<file path="config.mk">
export PLATFORM = sky130hd
export DESIGN_NAME = fpa_front
export DESIGN_NICKNAME = d
export VERILOG_FILES = /design/src/rtl/fpa_pkg.sv /design/src/rtl/fpa_front.sv
export SDC_FILE = /design/constraint.sdc
export NUM_CORES = 2
export LEC_CHECK = 0
export BUFFER_PORTS_ARGS = -buffer_cell sky130_fd_sc_hd__buf_2
export CAP_MARGIN = 10
export CORE_MARGIN = 10
export CORE_UTILIZATION = 65
export CTS_CLUSTER_SIZE = 28
export DETAILED_ROUTE_END_ITERATION = 10
export PLACE_DENSITY = 0.86
export SYNTH_ARGS = -nofsm -noshare
export SYNTH_HDL_FRONTEND = slang
export SYNTH_SLANG_ARGS = --single-unit
export TNS_END_PERCENT = 1
</file>
<file path="constraint.sdc">
create_clock -name clk_i -period 9.9 [get_ports clk_i]
set_clock_uncertainty 0.2 [all_clocks]
set_input_delay 0 -clock clk_i [delete_from_list [all_inputs] [get_ports clk_i]]
set_output_delay 0 -clock clk_i [all_outputs]
set_load 0.005 [all_outputs]
</file>
<file path="src/rtl/fpa_pkg.sv">
// shared constants and types for the q17.14 fixed-point alu
package fpa_pkg;

  localparam int WORD_W        = 32;
  localparam int FRAC_BITS_DEF = 14;

  typedef enum logic [3:0] {
    MODE_F2I    = 4'd0,
    MODE_I2F    = 4'd1,
    MODE_ADD_I  = 4'd2,
    MODE_SUB_I  = 4'd3,
    MODE_MUL_FF = 4'd4,
    MODE_MUL_II = 4'd5,
    MODE_MUL_FI = 4'd6,
    MODE_DIV_FF = 4'd7,
    MODE_DIV_FI = 4'd8,
    MODE_DIV_II = 4'd9
  } mode_e;

  typedef struct packed {
    logic              is_div;
    logic              neg;
    logic              dz;
    logic [WORD_W-1:0] res;
  } side_t;

endpackage

</file>
<file path="src/rtl/fpa_front.sv">
// front stages: operand capture, simple ops, multiplier and divider setup
module fpa_front import fpa_pkg::*; #(
  parameter int FRAC_BITS = FRAC_BITS_DEF,
  localparam int DW = WORD_W + FRAC_BITS
) (
  input  logic                     clk_i,
  input  logic                     rst_ni,
  input  logic                     vld_i,
  input  logic [3:0]               mode_i,
  input  logic signed [WORD_W-1:0] operand_a_i,
  input  logic signed [WORD_W-1:0] operand_b_i,
  output logic                     vld_o,
  output logic [DW-1:0]            num_o,
  output logic [WORD_W-1:0]        den_o,
  output side_t                    side_o
);

  localparam logic [WORD_W:0]   HALF  = (WORD_W+1)'(1) << (FRAC_BITS - 1);
  localparam logic [2*WORD_W-1:0] BIAS = ((2*WORD_W)'(1) << FRAC_BITS) - (2*WORD_W)'(1);

  // stage 1: capture
  logic                     s1_vld_q;
  mode_e                    s1_mode_q;
  logic signed [WORD_W-1:0] a_q, b_q;

  always_ff @(posedge clk_i or negedge rst_ni) begin
    if (!rst_ni) begin
      s1_vld_q <= 1'b0;
    end else begin
      s1_vld_q <= vld_i;
    end
  end

  always_ff @(posedge clk_i) begin
    s1_mode_q <= mode_e'(mode_i);
    a_q       <= operand_a_i;
    b_q       <= operand_b_i;
  end

  // stage 2: multiply, simple ops, divider operands
  logic [WORD_W:0]          a_ext, a_mag33, rnd, rnd_n;
  logic [WORD_W-1:0]        a_mag, b_mag, f2i_res, i2f_res, b_sh, add_res, sub_res;
  logic signed [2*WORD_W-1:0] prod_d;
  logic [DW-1:0]            num_d;
  logic                     is_div_d;
  side_t                    side2_d;

  assign a_ext   = {a_q[WORD_W-1], a_q};
  assign a_mag33 = a_q[WORD_W-1] ? ((WORD_W+1)'(0) - a_ext) : a_ext;
  assign a_mag   = a_mag33[WORD_W-1:0];
  assign b_mag   = b_q[WORD_W-1] ? (WORD_W'(0) - WORD_W'(b_q)) : WORD_W'(b_q);
  assign rnd     = (a_mag33 + HALF) >> FRAC_BITS;
  assign rnd_n   = (WORD_W+1)'(0) - rnd;
  // round the magnitude to nearest, ties away from zero; negative and zero take the negated path
  assign f2i_res = (!a_q[WORD_W-1] && (a_q != '0)) ? rnd[WORD_W-1:0] : rnd_n[WORD_W-1:0];
  assign i2f_res = WORD_W'(a_q) << FRAC_BITS;
  assign b_sh    = WORD_W'(b_q) << FRAC_BITS;
  assign add_res = WORD_W'(a_q) + b_sh;
  assign sub_res = WORD_W'(a_q) - b_sh;
  assign prod_d  = a_q * b_q;

  assign is_div_d = s1_mode_q inside {MODE_DIV_FF, MODE_DIV_FI, MODE_DIV_II};
  assign num_d    = (s1_mode_q == MODE_DIV_FI) ? {{FRAC_BITS{1'b0}}, a_mag}
                                               : {a_mag, {FRAC_BITS{1'b0}}};

  always_comb begin
    side2_d.is_div = is_div_d;
    side2_d.neg    = a_q[WORD_W-1] ^ b_q[WORD_W-1];
    side2_d.dz     = is_div_d && (b_q == '0);
    case (s1_mode_q)
      MODE_F2I:   side2_d.res = f2i_res;
      MODE_I2F:   side2_d.res = i2f_res;
      MODE_ADD_I: side2_d.res = add_res;
      MODE_SUB_I: side2_d.res = sub_res;
      default:    side2_d.res = '0;
    endcase
  end

  logic                       s2_vld_q;
  mode_e                      s2_mode_q;
  logic signed [2*WORD_W-1:0] prod_q;
  logic [DW-1:0]              s2_num_q;
  logic [WORD_W-1:0]          s2_den_q;
  side_t                      s2_side_q;

  always_ff @(posedge clk_i or negedge rst_ni) begin
    if (!rst_ni) begin
      s2_vld_q <= 1'b0;
    end else begin
      s2_vld_q <= s1_vld_q;
    end
  end

  always_ff @(posedge clk_i) begin
    s2_mode_q <= s1_mode_q;
    prod_q    <= prod_d;
    s2_num_q  <= num_d;
    s2_den_q  <= b_mag;
    s2_side_q <= side2_d;
  end

  // stage 3: product scaling
  logic [2*WORD_W-1:0] prod_u, mff_sum, mff_sh;
  logic [WORD_W-1:0]   mii_res;
  side_t               side3_d;

  assign prod_u  = prod_q;
  // bias toward zero for negative products before the shift
  assign mff_sum = prod_u + (prod_q[2*WORD_W-1] ? BIAS : '0);
  assign mff_sh  = mff_sum >> FRAC_BITS;
  assign mii_res = prod_u[WORD_W-1:0] << FRAC_BITS;

  always_comb begin
    side3_d = s2_side_q;
    case (s2_mode_q)
      MODE_MUL_FF: side3_d.res = mff_sh[WORD_W-1:0];
      MODE_MUL_II: side3_d.res = mii_res;
      MODE_MUL_FI: side3_d.res = prod_u[WORD_W-1:0];
      default:     side3_d.res = s2_side_q.res;
    endcase
  end

  logic              s3_vld_q;
  logic [DW-1:0]     s3_num_q;
  logic [WORD_W-1:0] s3_den_q;
  side_t             s3_side_q;

  always_ff @(posedge clk_i or negedge rst_ni) begin
    if (!rst_ni) begin
      s3_vld_q <= 1'b0;
    end else begin
      s3_vld_q <= s2_vld_q;
    end
  end

  always_ff @(posedge clk_i) begin
    s3_num_q  <= s2_num_q;
    s3_den_q  <= s2_den_q;
    s3_side_q <= side3_d;
  end

  assign vld_o  = s3_vld_q;
  assign num_o  = s3_num_q;
  assign den_o  = s3_den_q;
  assign side_o = s3_side_q;

endmodule

</file>
Word level (Yosys, flattened, before mapping)
Cells that the tools add are included.
- register bits: 365
- bits of input ports: 71
- output and inout bits: 114
- $add $sub $neg: 7
- multipliers: 1
- eq/ne operators: 9
- multiplexer cells: 7
- bitwise logic cells: 1
- reductions and logical operators: 7
- operators by type and width (cell ; count):
    $pmux W32 S4 ; 1
    $pmux W32 S3 ; 1
    $mul A32 B32 Y64 ; 1
    $mux W32 ; 2
    $add A46 B14 Y46 ; 1
    $add A33 B14 Y33 const B ; 1
    $mux W33 ; 1
    $sub A1 B32 Y33 const A ; 1
    $add A32 B32 Y32 ; 1
    $logic_not A32 Y1 ; 1
    $reduce_bool A32 Y1 ; 1
    $sub A1 B32 Y32 const A ; 1
    $sub A32 B32 Y32 ; 1
    $mux W31 ; 1
    $sub A1 B19 Y20 const A ; 1
    $eq A4 B3 Y1 const B ; 4
    $mux W14 ; 1
    $eq A4 B2 Y1 const B ; 2
    $eq A4 B4 Y1 const B ; 2
    $eq A4 B1 Y1 const B ; 1
    $logic_not A4 Y1 ; 1
    $reduce_bool A3 Y1 ; 1
    $logic_and A1 B1 Y1 ; 2
    $logic_not A1 Y1 ; 1
    $xor A1 B1 Y1 ; 1

Logic depth before layout (Yosys ltp)
- depth in word-level cells: 6
- mapped depth: 36

Worst setup path after synthesis
OpenSTA, ideal clock, no wires.
- path type: reg2reg
- start point: register a_q[31]
- end point: register prod_q[63]
- setup time: 121 ps
- arrival: 8782 ps
- required time: 9579 ps
- slack: 797 ps
- stages on the path, launching flop included: 28
- buffers on the path: 6
- cells stage by stage: dfxtp_1 -> clkbuf_1 -> clkbuf_1 -> clkbuf_1 -> clkbuf_1 -> clkbuf_1 -> buf_1 -> nand2_1 -> fa_1 -> fa_1 -> inv_1 -> fa_1 -> inv_1 -> fa_1 -> inv_1 -> fa_1 -> fa_1 -> fa_1 -> inv_1 -> fa_1 -> inv_1 -> ha_1 -> nand4_1 -> or2_2 -> nor3_1 -> and4_1 -> a31oi_1 -> xnor2_1
- longest elaborated chain between the ends: 1
- RTL lines (what ; RTL line ; RTL):
    start: declaration ; fpa_front.sv:24 ; logic signed [WORD_W-1:0] a_q, b_q;
    start signal: assignment ; fpa_front.sv:36 ; a_q <= operand_a_i;
    $mul A32 B32 Y64 ; fpa_front.sv:60 ; assign prod_d = a_q * b_q;
    via prod_d[63] ; fpa_front.sv:43 ; logic signed [2*WORD_W-1:0] prod_d;
    end signal: assignment ; fpa_front.sv:96 ; prod_q <= prod_d;
    end: declaration ; fpa_front.sv:81 ; logic signed [2*WORD_W-1:0] prod_q;
The timed path passes the listed nets, and every way through them passes these cells.
A chain may end at the register's enable or synchronous reset.

Worst setup path after layout
Ends and elaborated chain as after synthesis.

==> flow_metrics.py <==
metrics = {
    "status": {
        "status": "finished clean",
    },
    "sta": {
        "worstMarginPinSlew_ps": 1410,
        "max_freq_mhz": 106,
        "rsz0062_at_grt": "no",
        "hold_ws_ps": 85.7,
        "finalHoldViolCount": 0,
        "tns_ps": 0,
        "drv_slew": 0,
        "period_share_pct": 95.2,
        "slew_headroom_pct": 5.69,
        "final-setup-viol-count": 0,
        "layout_setup_ws_ps": 479,
        "min_period_ps": 9420,
    },
    "setup_path": {
        "startpoint": "a_q[31]",
        "r2r_start": "a_q[31]",
        "critPathRequiredTime_ps": 10230,
        "critPathArrivalTime_ps": 9750,
        "cp-endpoint": "prod_q[63]",
        "end_kind": "flip-flop",
        "reg2reg_to": "prod_q[63]",
        "cp_max_fo": 33,
        "reg2regPathDepth": 21,
        "regToRegSetupSlack_ps": 480,
        "cp-start-kind": "flip-flop",
        "crit_type": "reg -> reg",
    },
    "yosys": {
        "yosysMostFrequentCell": "fa_1",
        "synth.distinct_cells": 74,
        "synth.top_cell.area_share_pct": 45.1,
        "ys_seq_area_share_pct": 14.5,
        "synth_area_sq_mm": 0.0481,
        "async_reset_ff_share_pct": 0.862,
        "synth_commonest_cells": "fa_1, inv_1, nand2_1",
        "syn_nets": 6418,
        "synthCells": 5044,
        "synth_largest_area_cell": "fa_1",
        "ys.warnings.count": 0,
        "synth_area_leaders": "fa_1, dfxtp_1, inv_1, and2_1, ha_1",
        "avgSynthCellArea_sq_um": 9.53,
        "synthFlopType": "dfxtp_1",
        "synth_seq_cells": 348,
        "synth-edff-count": 0,
    },
    "placement": {
        "place_ws_ps": 806,
        "port_buffers": 184,
        "dp_hpwl_mm": 116,
        "gp_congestion": 0.985,
        "place_area_sq_mm": 0.0499,
    },
    "clock_network": {
        "h-tree-depth": 2,
        "numCtsBuffers": 37,
        "clock_path_buffers": 3,
        "cts_tree": "built",
        "clock-sinks": 348,
        "clk_latency_ps": 650,
        "postCtsSetupBuffers": 0,
        "clockRootBuffer": "clkbuf_16",
        "clkTransAtPathRegs_ps": 70,
    },
    "die": {
        "coreArea_sq_mm": 0.0731,
        "ios": 185,
        "die-area_sq_mm": 0.0852,
        "die_h_um": 292,
        "start_util_pct": 65.7,
        "rows": 99,
        "dieWidth_um": 292,
    },
    "detailed_routing": {
        "drtPass1Iterations": 10,
        "route.vias.total": 38626,
        "drtIter0Drc": 4465,
        "routed_wl_mm": 161,
        "wl_per_cell_um": 25.8,
        "drtAntennaViolNets": 0,
        "drc": 0,
        "viasPerCell": 6.20,
    },
    "global_routing": {
        "grt_overflow": 0,
        "grt_pass1_wl_mm": 247,
        "track_usage_pct": 38.6,
        "grt_pass1_vias": 42131,
        "antenna_found_initial": 16,
        "grt_max_degree": 44,
    },
    "layout": {
        "syn2layout_area_growth_pct": 9.54,
        "drive_gt1_share_pct": 7.33,
        "stdcell_area_sq_mm": 0.0526,
        "num-nets-final": 6600,
    },
    "worst_hold_path": {
        "hold_class": "in -> async",
    },
    "flow_run": {
        "drv_cap": 0,
    },
}
[layout make-up]
| class | instances | area, sq um |
|---|---|---|
| repair buffers | 431 | 3200 |
| inverters | 1058 | 3970 |
| well taps | 959 | 1200 |
| clock buffers | 49 | 1040 |
| fillers | 4749 | 20400 |
| flip-flops and latches | 348 | 6990 |
| diodes | 19 | 47.5 |
| multi-input cells | 3350 | 36000 |
| clock inverters | 14 | 171 |
[worst max-delay path: stages (launching register included)]
cell and delay (ps):
dfxtp_2 860, clkinv_1 840, nor2_1 400, ha_1 350, fa_1 630, fa_1 580
fa_1 950, inv_1 530, fa_1 680, inv_1 60, fa_1 480, inv_1 60
fa_1 540, inv_1 60, fa_1 490, ha_1 330, nand4_1 140, or2_2 320
nor3_1 300, and4_1 250, a31oi_1 110, xnor2_1 160
[placed cells by master, fill, tap and decap left out, types with 103 or more instances in the layout]
cell	count
fa_1	1083
inv_1	1056
nand2_1	654
and2_1	448
dfxtp_1	342
ha_1	220
buf_2	184
nor2_1	139
dlygate4sd3_1	139
xnor2_1	123
buf_4	103
[through the flow]
step,util [%],instances
2_1_floorplan,-,5044
3_3_place_gp,68.3,6005
3_5_place_dp,68.3,6005
4_1_cts,71.9,6207
5_1_grt,72.0,6222
6_report,72.0,6228
[kinds of logic (layout without fill, tap and decap cells)]
kind of cell | after synthesis | count (layout) | synth area share, %
AOI/OAI and AO/OA | 383 | 383 | 5.40
muxes | 11 | 11 | 0.229
adders and majority gates | 1303 | 1303 | 50.8
xor gates and xnor gates | 199 | 199 | 3.63
other | 0 | 19 | 0
and+or+nand+nor | 1454 | 1454 | 14.8
DFF | 348 | 348 | 14.5
buffers and inverters | 1346 | 1552 | 10.5
[worst min-delay path by stage]
| stage | startpoint | end | slack (ps) |
|---|---|---|---|
| after CTS | operand_b_i[8] | b_q[8] | 20 |
| after detailed placement | rst_ni | s2_vld_q | -400 |
| after global routing | operand_b_i[8] | b_q[8] | 90 |
| final | rst_ni | s2_vld_q | 90 |
| after global placement | rst_ni | vld_o | -410 |
| after floorplan | rst_ni | s1_vld_q | -500 |
[sequential cells by signal, summed over array words and instances, names as in the netlist]
| name | flops |
|---|---|
| s1_vld_q | 1 |
| prod_q | 47 |
| num_o | 46 |
| b_q | 32 |
| vld_o | 1 |
| s2_den_q | 32 |
| s2_side_q | 35 |
| side_o | 35 |
| s1_mode_q | 4 |
| s2_vld_q | 1 |
| den_o | 32 |
| s2_mode_q | 4 |
| a_q | 32 |
| s2_num_q | 46 |
[per-layer routing]
layer	routed length [um]	up-vias	global-route usage, %
met2	71500	3133	58.8
met5	376	-	4.37
li1	-	15332	-
met3	23600	1217	18.1
met1	47900	18922	40.6
met4	17600	22	31.0
[what timing repair did]
action,in CTS,in global routing
hold buffers,139,0
endpoints found under the hold margin,72,0
resized for setup,0,0
endpoints found under the setup margin,0,0
Power is left out: the tool's default activity adds up to more than one toggle a clock period on the data nets, which glitch-free logic cannot reach.
